[src/rtl/qpd_pkg.sv]
package qpd_pkg;

  // Command codes carried by each input word.
  typedef enum logic [1:0] {
    CMD_SAMPLE    = 2'd0,
    CMD_DRIVE_ABS = 2'd1,
    CMD_DRIVE_REL = 2'd2,
    CMD_CLEAR     = 2'd3
  } cmd_e;

  // Direction of a pending drive.
  typedef enum logic [1:0] {
    DIR_NONE = 2'd0,
    DIR_UP   = 2'd1,
    DIR_DOWN = 2'd2
  } dir_e;

  localparam int unsigned PosW   = 32;
  localparam int unsigned PowerW = 8;
  localparam logic [PowerW-2:0] PowerMax = '1;

  // Input word.
  typedef struct packed {
    logic [1:0]             command;
    logic                   pin_a;
    logic                   pin_b;
    logic signed [PosW-1:0] drive_value;
    logic [PowerW-1:0]      drive_power;
  } in_word_t;

  // Result word.
  typedef struct packed {
    logic signed [PosW-1:0]   position;
    logic signed [PowerW-1:0] motor_power;
    logic                     target_reached;
    logic [PosW-1:0]          edge_period;
    logic                     drive_active;
  } out_word_t;

  // Request from the position datapath to the drive control.
  typedef struct packed {
    logic                   count_en;
    logic                   start_en;
    logic signed [PosW-1:0] pos_cur;
    logic signed [PosW-1:0] pos_counted;
    logic signed [PosW-1:0] start_target;
    logic [PowerW-1:0]      power_raw;
  } drive_req_t;

  // Drive status after the current word.
  typedef struct packed {
    logic                     reached;
    logic                     active;
    logic signed [PowerW-1:0] power;
  } drive_stat_t;

endpackage

[src/rtl/quadrature_position_drive.sv]
// A word passes through the input register and then the result register.
// Throughput: one word per cycle while downstream does not stall (out_stall_i).
// The input register and the result register each hold one word.
// Reset (rst_ni, asynchronous, active low) clears position, pin history, tick count,
// period and the pending drive, and empties both registers.
module quadrature_position_drive (
  input  logic               clk_i,
  input  logic               rst_ni,
  input  logic               in_valid_i,
  output logic               in_stall_o,
  input  qpd_pkg::in_word_t  in_word_i,
  output logic               out_valid_o,
  input  logic               out_stall_i,
  output qpd_pkg::out_word_t out_word_o
);

  qpd_pkg::in_word_t                in_word_q;
  logic                             in_vld_q;
  qpd_pkg::out_word_t               out_word_q, out_word_d;
  logic                             out_vld_q;
  logic signed [qpd_pkg::PosW-1:0]  pos_q, pos_d, pos_counted;
  logic                             prev_a_q, prev_b_q;
  logic [qpd_pkg::PosW-1:0]         tick_q, tick_d, last_q, last_d, period_q, period_d;
  logic signed [2:0]                delta;
  logic                             advance, proc, sample, counting;
  qpd_pkg::drive_req_t              req;
  qpd_pkg::drive_stat_t             stat;

  // The pipeline moves when the result register is empty or being taken.
  assign advance    = !out_vld_q || !out_stall_i;
  assign in_stall_o = in_vld_q && !advance;
  assign proc       = in_vld_q && advance;
  assign sample     = proc && (in_word_q.command == qpd_pkg::CMD_SAMPLE);
  assign counting   = sample && (delta != 3'sd0);

  // Input register.
  always_ff @(posedge clk_i or negedge rst_ni) begin
    if (!rst_ni) begin
      in_vld_q <= 1'b0;
    end else if (!in_stall_o) begin
      in_vld_q <= in_valid_i;
    end
  end

  always_ff @(posedge clk_i) begin
    if (in_valid_i && !in_stall_o) begin
      in_word_q <= in_word_i;
    end
  end

  qpd_decoder u_decoder (
    .pin_a_i  (in_word_q.pin_a),
    .pin_b_i  (in_word_q.pin_b),
    .prev_a_i (prev_a_q),
    .prev_b_i (prev_b_q),
    .delta_o  (delta)
  );

  assign pos_counted = pos_q + {{(qpd_pkg::PosW-3){delta[2]}}, delta};

  // Position, tick and period update.
  always_comb begin
    pos_d    = pos_q;
    tick_d   = tick_q;
    last_d   = last_q;
    period_d = period_q;
    if (sample) begin
      tick_d = tick_q + 1'b1;
    end
    if (counting) begin
      pos_d    = pos_counted;
      period_d = tick_d - last_q;
      last_d   = tick_d;
    end
    if (proc && (in_word_q.command == qpd_pkg::CMD_CLEAR)) begin
      pos_d = '0;
    end
  end

  always_ff @(posedge clk_i or negedge rst_ni) begin
    if (!rst_ni) begin
      pos_q    <= '0;
      prev_a_q <= 1'b0;
      prev_b_q <= 1'b0;
      tick_q   <= '0;
      last_q   <= '0;
      period_q <= '0;
    end else begin
      pos_q  <= pos_d;
      tick_q <= tick_d;
      last_q <= last_d;
      period_q <= period_d;
      if (sample) begin
        prev_a_q <= in_word_q.pin_a;
        prev_b_q <= in_word_q.pin_b;
      end
    end
  end

  // Drive request for this word.
  always_comb begin
    req.count_en    = counting;
    req.start_en    = proc && ((in_word_q.command == qpd_pkg::CMD_DRIVE_ABS) ||
                               (in_word_q.command == qpd_pkg::CMD_DRIVE_REL));
    req.pos_cur     = pos_q;
    req.pos_counted = pos_counted;
    req.start_target = (in_word_q.command == qpd_pkg::CMD_DRIVE_REL)
                       ? pos_q + in_word_q.drive_value : in_word_q.drive_value;
    req.power_raw   = in_word_q.drive_power;
  end

  qpd_drive_ctrl u_drive (
    .clk_i  (clk_i),
    .rst_ni (rst_ni),
    .req_i  (req),
    .stat_o (stat)
  );

  // Result word from the state after this word.
  always_comb begin
    out_word_d.position       = pos_d;
    out_word_d.motor_power    = stat.power;
    out_word_d.target_reached = stat.reached;
    out_word_d.edge_period    = period_d;
    out_word_d.drive_active   = stat.active;
  end

  // Result register.
  always_ff @(posedge clk_i or negedge rst_ni) begin
    if (!rst_ni) begin
      out_vld_q <= 1'b0;
    end else if (advance) begin
      out_vld_q <= in_vld_q;
    end
  end

  always_ff @(posedge clk_i) begin
    if (proc) begin
      out_word_q <= out_word_d;
    end
  end

  assign out_valid_o = out_vld_q;
  assign out_word_o  = out_word_q;

endmodule

[src/rtl/qpd_decoder.sv]
module qpd_decoder (
  input  logic              pin_a_i,
  input  logic              pin_b_i,
  input  logic              prev_a_i,
  input  logic              prev_b_i,
  output logic signed [2:0] delta_o
);

  logic signed [2:0] delta_a;
  logic signed [2:0] delta_b;

  // An edge on A counts up when A now differs from the prior B.
  always_comb begin
    delta_a = 3'sd0;
    if (pin_a_i != prev_a_i) begin
      delta_a = (pin_a_i != prev_b_i) ? 3'sd1 : -3'sd1;
    end
  end

  // An edge on B counts up when B now equals the prior A.
  always_comb begin
    delta_b = 3'sd0;
    if (pin_b_i != prev_b_i) begin
      delta_b = (pin_b_i == prev_a_i) ? 3'sd1 : -3'sd1;
    end
  end

  assign delta_o = delta_a + delta_b;

endmodule

[src/rtl/qpd_drive_ctrl.sv]
module qpd_drive_ctrl (
  input  logic                clk_i,
  input  logic                rst_ni,
  input  qpd_pkg::drive_req_t req_i,
  output qpd_pkg::drive_stat_t stat_o
);

  logic signed [qpd_pkg::PosW-1:0]   target_q, target_d;
  qpd_pkg::dir_e                     dir_q, dir_d;
  logic signed [qpd_pkg::PowerW-1:0] power_q, power_d;
  logic                              drive_on;
  logic                              hit;
  logic [qpd_pkg::PowerW-2:0]        mag;
  logic                              reached;

  assign drive_on = (dir_q == qpd_pkg::DIR_UP) || (dir_q == qpd_pkg::DIR_DOWN);

  // Target test on the position after decoding.
  always_comb begin
    case (dir_q)
      qpd_pkg::DIR_UP:   hit = req_i.pos_counted >= target_q;
      qpd_pkg::DIR_DOWN: hit = req_i.pos_counted <= target_q;
      default:           hit = 1'b0;
    endcase
  end

  // Power magnitude saturates at the largest positive code.
  assign mag = req_i.power_raw[qpd_pkg::PowerW-1] ? qpd_pkg::PowerMax
                                                  : req_i.power_raw[qpd_pkg::PowerW-2:0];

  // Next drive state: completion on counting words, start on drive words.
  always_comb begin
    target_d = target_q;
    dir_d    = dir_q;
    power_d  = power_q;
    reached  = 1'b0;
    if (req_i.count_en && hit) begin
      dir_d   = qpd_pkg::DIR_NONE;
      power_d = '0;
      reached = 1'b1;
    end
    if (req_i.start_en && (req_i.power_raw != '0) &&
        (req_i.start_target != req_i.pos_cur)) begin
      reached  = drive_on;
      target_d = req_i.start_target;
      if (req_i.start_target > req_i.pos_cur) begin
        dir_d   = qpd_pkg::DIR_UP;
        power_d = {1'b0, mag};
      end else begin
        dir_d   = qpd_pkg::DIR_DOWN;
        power_d = '0 - {1'b0, mag};
      end
    end
  end

  always_ff @(posedge clk_i or negedge rst_ni) begin
    if (!rst_ni) begin
      target_q <= '0;
      dir_q    <= qpd_pkg::DIR_NONE;
      power_q  <= '0;
    end else begin
      target_q <= target_d;
      dir_q    <= dir_d;
      power_q  <= power_d;
    end
  end

  assign stat_o.reached = reached;
  assign stat_o.active  = (dir_d == qpd_pkg::DIR_UP) || (dir_d == qpd_pkg::DIR_DOWN);
  assign stat_o.power   = power_d;

endmodule
[config.mk]
export PLATFORM = sky130hd
export DESIGN_NAME = quadrature_position_drive
export DESIGN_NICKNAME = d
export VERILOG_FILES = /design/src/rtl/qpd_pkg.sv /design/src/rtl/quadrature_position_drive.sv /design/src/rtl/qpd_decoder.sv /design/src/rtl/qpd_drive_ctrl.sv
export SDC_FILE = /design/constraint.sdc
export NUM_CORES = 1
export LEC_CHECK = 0
export BUFFER_PORTS_ARGS = -buffer_cell sky130_fd_sc_hd__buf_2
export CAP_MARGIN = 20
export CORE_MARGIN = 2
export CORE_UTILIZATION = 51
export CTS_CLUSTER_DIAMETER = 30
export DETAILED_ROUTE_END_ITERATION = 6
export PLACE_DENSITY = 0.69
export SLEW_MARGIN = 20
export SYNTH_ARGS = -nofsm -noshare
export SYNTH_HDL_FRONTEND = slang
export SYNTH_HIERARCHICAL = 1
export SYNTH_SLANG_ARGS = --single-unit
[constraint.sdc]
create_clock -name clk_i -period 9.3 [get_ports clk_i]
set_clock_uncertainty 0.05 [all_clocks]
set_input_delay 0.93 -clock clk_i [delete_from_list [all_inputs] [get_ports clk_i]]
set_output_delay 0.93 -clock clk_i [all_outputs]
set_load 0.005 [all_outputs]
### Yosys cells after proc, flatten, opt, wreduce, memory -nomap -nowiden

Cells that the tools add are included.

| storage, ports and cells | value |
|---|---|
| register bits after elaboration | 292 |
| ROM bits | 0 |
| memories kept | 0 |
| logic and storage cells | 82 |
| bits in latches | 0 |
| bits in writable memories | 0 |
| output and inout bits | 76 |
| input port bits | 48 |

| cells by class | value |
|---|---|
| shifts and indexed selects | 0 |
| eq/ne operators | 12 |
| reduce and logical (&&, ||, !) cells | 21 |
| muxes and demuxes | 19 |
| $mul | 0 |
| $add $sub $neg | 6 |
| div/mod/pow operators | 0 |
| bitwise logic cells | 0 |
| order comparisons | 3 |

Operators by type and width:

| cell | number |
|---|---|
| $mux W32 | 5 |
| $add A32 B32 Y32 | 2 |
| $add A32 B1 Y32 const B | 1 |
| $ge A32 B32 Y1 | 1 |
| $gt A32 B32 Y1 | 1 |
| $le A32 B32 Y1 | 1 |
| $ne A32 B32 Y1 | 1 |
| $sub A32 B32 Y32 | 1 |
| $mux W8 | 3 |
| $mux W3 | 4 |
| $logic_and A1 B1 Y1 | 10 |
| $eq A2 B2 Y1 const B | 4 |
| $reduce_bool A8 Y1 | 1 |
| $sub A1 B7 Y8 const A | 1 |
| $mux W7 | 1 |
| $eq A2 B1 Y1 const B | 3 |
| $mux W2 | 3 |
| $logic_not A1 Y1 | 4 |
| $logic_or A1 B1 Y1 | 4 |
| $add A3 B3 Y3 | 1 |
| $ne A1 B1 Y1 | 3 |
| $reduce_bool A3 Y1 | 1 |
| $logic_not A2 Y1 | 1 |
| $mux W1 | 2 |
| other kinds (2) | 2 |

### Logic depth before layout (Yosys ltp)

| logic depth | value |
|---|---|
| depth after elaboration | 12 |
| gate-level depth with buffers | 24 |
| gate-level depth less buffers | 23 |

### Cells and area by module

The synthesis kept the hierarchy.

Modules (own cells, without submodules):

| module | sequential area each (um2) | area an instance (um2) | cells each | times used |
|---|---|---|---|---|
| quadrature_position_drive | 6,846.6 | 14,054.7 | 1,358 | 1 |
| qpd_drive_ctrl | 1,051.0 | 3,537.1 | 424 | 1 |
| qpd_decoder | 0.0 | 90.1 | 11 | 1 |

### Worst setup path before layout

No wires, ideal clock.

| path | value |
|---|---|
| path kind | register to register |
| start point | register prev_a_q |
| end point | register out_word_q (netlist bit out_word_o[36]) (data pin) |
| path slack | 3,505 ps |
| path buffers | 1 |
| arrival | 5,485 ps |
| required time | 8,990 ps |
| clock period less this slack | 5,795 ps |
| setup time | 260 ps |
| cell stages (with the launch flop) | 24 |
| path through | dfrtp_1 > xor2_1 > ha_1 > fa_1 > inv_1 > ha_1 > o211ai_1 > o21ai_2 > o2111ai_1 > a21oi_1 > a41o_1 > o311a_1 > o22a_1 > xor2_1 > ha_1 > nand4_2 > nor4_4 > a311oi_1 > o2bb2ai_1 > o211a_1 > nand3_2 > and2_4 > buf_6 > a22o_1 |

RTL lines:

| what | RTL line | text |
|---|---|---|
| start: declaration | quadrature_position_drive.sv:22 | `logic prev_a_q, prev_b_q;` |
| start signal: assignment | quadrature_position_drive.sv:94 | `prev_a_q <= in_word_q.pin_a;` |
| end signal: assignment | quadrature_position_drive.sv:139 | `out_word_q <= out_word_d;` |
| end: declaration | quadrature_position_drive.sv:19 | `qpd_pkg::out_word_t out_word_q, out_word_d;` |

==> qor.txt <==
Buffers & Inverters on Critical Path: 2
detailed router's first-iteration violation count: 789
GRT met2 Usage: 42.94%
IO Pins: 124
sw power: 3090 µW
required time worst endpoint: 9570 ps
synthesized area per cell: 9.862 µm²
hold-fix buffers at CTS: 0
CP cell instances: xor2_1 > ha_1 > fa_1 > inv_1 > buf_4 > ha_1 > o211ai_1 > o21ai_2 > o2111ai_1 > a21oi_1 > a41o_1 > o311a_1 > o22a_1 > xor2_1 > ha_1 > nand4_2 > nor2_1 > nand2_1 > nor3_1 > or4_1 > nand3_2 > and2_4 > a22o_1
reg-to-reg slack, setup: 3010 ps
Finished Layout Cells: 2452
Sw Ratio: 38.82%
post-route ant nets: 0
vias in the first global route: 14310
FF-to-FF Start: in_word_q[40]
status: finished clean
Yosys top cell by area: dfrtp_1
Async SR Flop Fraction: 59.59%
final setup margin: 3011 ps
Final period util: 67.62%
Inserted Clock Buffers: 68
Total Nets Final: 2159
Post-Syn Nets: 2010
Core Area: 34370 µm²
area added between synthesis and finish: 19.50%
Die Area: 36180 µm²
clock tree buffer depth: 3
fmax: 0.1590 GHz
Final Hold Fails: 0
GRT met3 Usage: 4.833%
Flop pwr share: 24.4%
slew margin rel.: 26.44%
Die H: 190.2 µm
Initial Utilization: 51.44%
synth warn: 6
CTS root buffer: clkbuf_16
pwr dens: 376.7 nW/µm²
Cell Area, Placed: 18740 µm²
vias: 13950
placed cell count: 2327
first-pass GRT wire length: 73460 µm
share of cells above drive strength 1: 15.93%
Worst Max-Slew Pin Slew: 1093 ps
overflow left after global routing: 0
Tot GR Track Use: 25.78%
latest clock arrival within the worst-skew pair: 570 ps
initial antenna violation count: 1
routed len/inst: 18.47 µm
cts repair resizes: 0
Primary FF master, synth: dfrtp_1
Worst setup EP type: flip-flop
TNS Setup: 0 ps
Crit path arrival time: 6560 ps
Placement Setup Slack: 3060 ps
CP Launch Point: in_word_q[40]
detailed placement HPWL: 32460 µm
drt first pass iters: 5
Post-synth EDFFs: 118
RSZ-0062 raised after global routing: false
Tmin final: 6289 ps
fillers: 2857
Largest delay share family, worst path: compound AO/OA/AOI/OAI gates
Pint: 4870 µW
postcts setup bufs: 0
Sink Count: 292
Detailed Route WL: 45300 µm
Netlist Area Pre-Place: 17680 µm²
flops & latches, synth: 292
CP most frequent cell: ha_1
Comb power frac: 44.7%
Die Wd: 190.2 µm
CP max stage delay: 440 ps
cell area after layout: 21130 µm²
IO Port Bufs: 123
most used routing layer: met2
Synth area leaders: dfrtp_1 25%, edfxtp_1 20%, ha_1 12%
Synth top area share: 24.62%
CTS tree: yes
worst hold path type: in2async
worst-path fanout max: 37
Clock Power Share: 30.8%
via/cell ratio: 5.689
Worst Setup Path Type: reg2reg
total power: 7960 µW
max-cap viol count: 0
met1 Use GR: 32.30%
P_leak: 0.009717 µW
final RePlAce weighted congestion: 0.9045
# setup viols final: 0
Slew Limit Fails: 0
H-tree levels: 3
Syn Inst Count: 1793
post-synthesis sequential area ratio: 44.66%
Slowest cell on crit path: edfxtp_1
row count: 68
pin count of the biggest net entering global routing: 85
clock slew seen by the registers of the worst setup and hold paths: 50 ps
CP Launch Type: flip-flop
worst vdd ir: 0.1814 mV
Netlist cell types: 89
drc violations: 0
-- worst paths after layout --
kind,end,cells past startpoint
hold / removal,period_q[25],1
setup reg to reg,out_word_o[37],23
setup / recovery,out_word_o[37],23
max in group asynchronous,pos_q[12],3
hold reg to reg,period_q[10],2
min in group clk_i,period_q[10],2
-- registers in the layout, summed over array words and instances (netlist names) --
register and count:
u_drive/dir_q 2, out_word_o 74, u_drive/target_q 32, prev_b_q 1, in_vld_q 1, prev_a_q 1, out_valid_o 1, tick_q 32
u_drive/power_q 8, last_q 32, pos_q 32, in_word_q 44, period_q 32
-- cells in the final DEF (no fill, tap or decap), types with 32 or more instances in the layout --
cell type,instances
nand2_1,245
xor2_1,45
buf_2,122
a21o_1,51
edfxtp_1,118
nand3_1,38
dfrtp_1,174
clkbuf_16,70
nor2_1,66
xnor2_1,72
mux2_2,32
a21oi_1,126
ha_1,165
o21ai_0,156
inv_1,125
-- cells in the mapped netlist (5+ instances only) --
library cell,number
xor2_1,45
inv_1,127
and3_1,18
a211oi_1,14
xnor2_1,72
mux2i_1,6
clkbuf_1,50
o21ai_0,156
mux2_2,32
a41oi_1,5
nor2b_1,10
ha_1,165
a21o_1,51
nor3_1,29
o21bai_1,10
a211o_1,6
o31ai_1,10
edfxtp_1,118
nand2b_1,15
o21ai_1,8
nor2_1,66
a31oi_1,11
a21oi_1,126
nor4_1,7
nand2_1,245
nand3_1,38
and4_1,8
or2_2,6
and2_1,14
o21a_1,19
dfrtp_1,174
nand4_1,26
-- power groups by stage --
stage	Combinational, µW	Clock, µW	Sequential, µW
4_1_cts	3540	2500	1940
3_5_place_dp	3500	0	1960
2_1_floorplan	2620	0	1890
6_report	3560	2450	1940
3_3_place_gp	3440	0	1950
5_1_grt	3980	2570	1980
-- kinds of logic (layout without fill, tap and decap cells) --
| group | Yosys count | count (layout) | share of synthesized area (%) |
|---|---|---|---|
| other | 0 | 1 | 0 |
| AOI/OAI and AO/OA | 480 | 480 | 16.95 |
| muxes | 38 | 38 | 2.378 |
| buffers and inverters | 182 | 385 | 3.941 |
| adders and majority gates | 169 | 169 | 12.13 |
| and+or+nand+nor | 515 | 515 | 14.14 |
| DFF | 292 | 292 | 44.66 |
| xor gates and xnor gates | 117 | 117 | 5.795 |
-- routing by layer --
metal,vias to the layer above,part of all wire (%)
met5,-,0
met4,0,4.1
met3,112,4.9
met2,350,48
met1,6712,43
li1,6775,-
-- final cells by class --
type	count	area, µm²	share of cell area (%)
Multi-Input combinational cell	1319	9095	43.04
Clock buffer	80	1829	8.657
Sequential cell	292	7898	37.38
Antenna cell	1	2.502	0.01184
Tap cell	455	569.3	2.694
Inverter	127	478.0	2.262
Clock inverter	44	554.3	2.623
Timing Repair Buffer	134	704.4	3.334
-- metrics by stage --
step | util (%) | hold WS (ps)
global route | 61.47 | 285.7
CTS | 61.47 | 259.6
floorplan | - | 391.0
detailed placement | 54.53 | 415.9
global placement | 54.53 | 418.2
finish | 61.47 | 258.3
-- worst register-to-register path, stage by stage (launching register included) --
cell and delay (ps):
edfxtp_1 440, xor2_1 200, ha_1 200, fa_1 350, inv_1 60, buf_4 400, ha_1 400, o211ai_1 220
o21ai_2 110, o2111ai_1 280, a21oi_1 230, a41o_1 330, o311a_1 340, o22a_1 230, xor2_1 160, ha_1 320
nand4_2 170, nor2_1 160, nand2_1 140, nor3_1 440, or4_1 200, nand3_2 140, and2_4 240, a22o_1 260
Power figures use the tool's default switching activity.
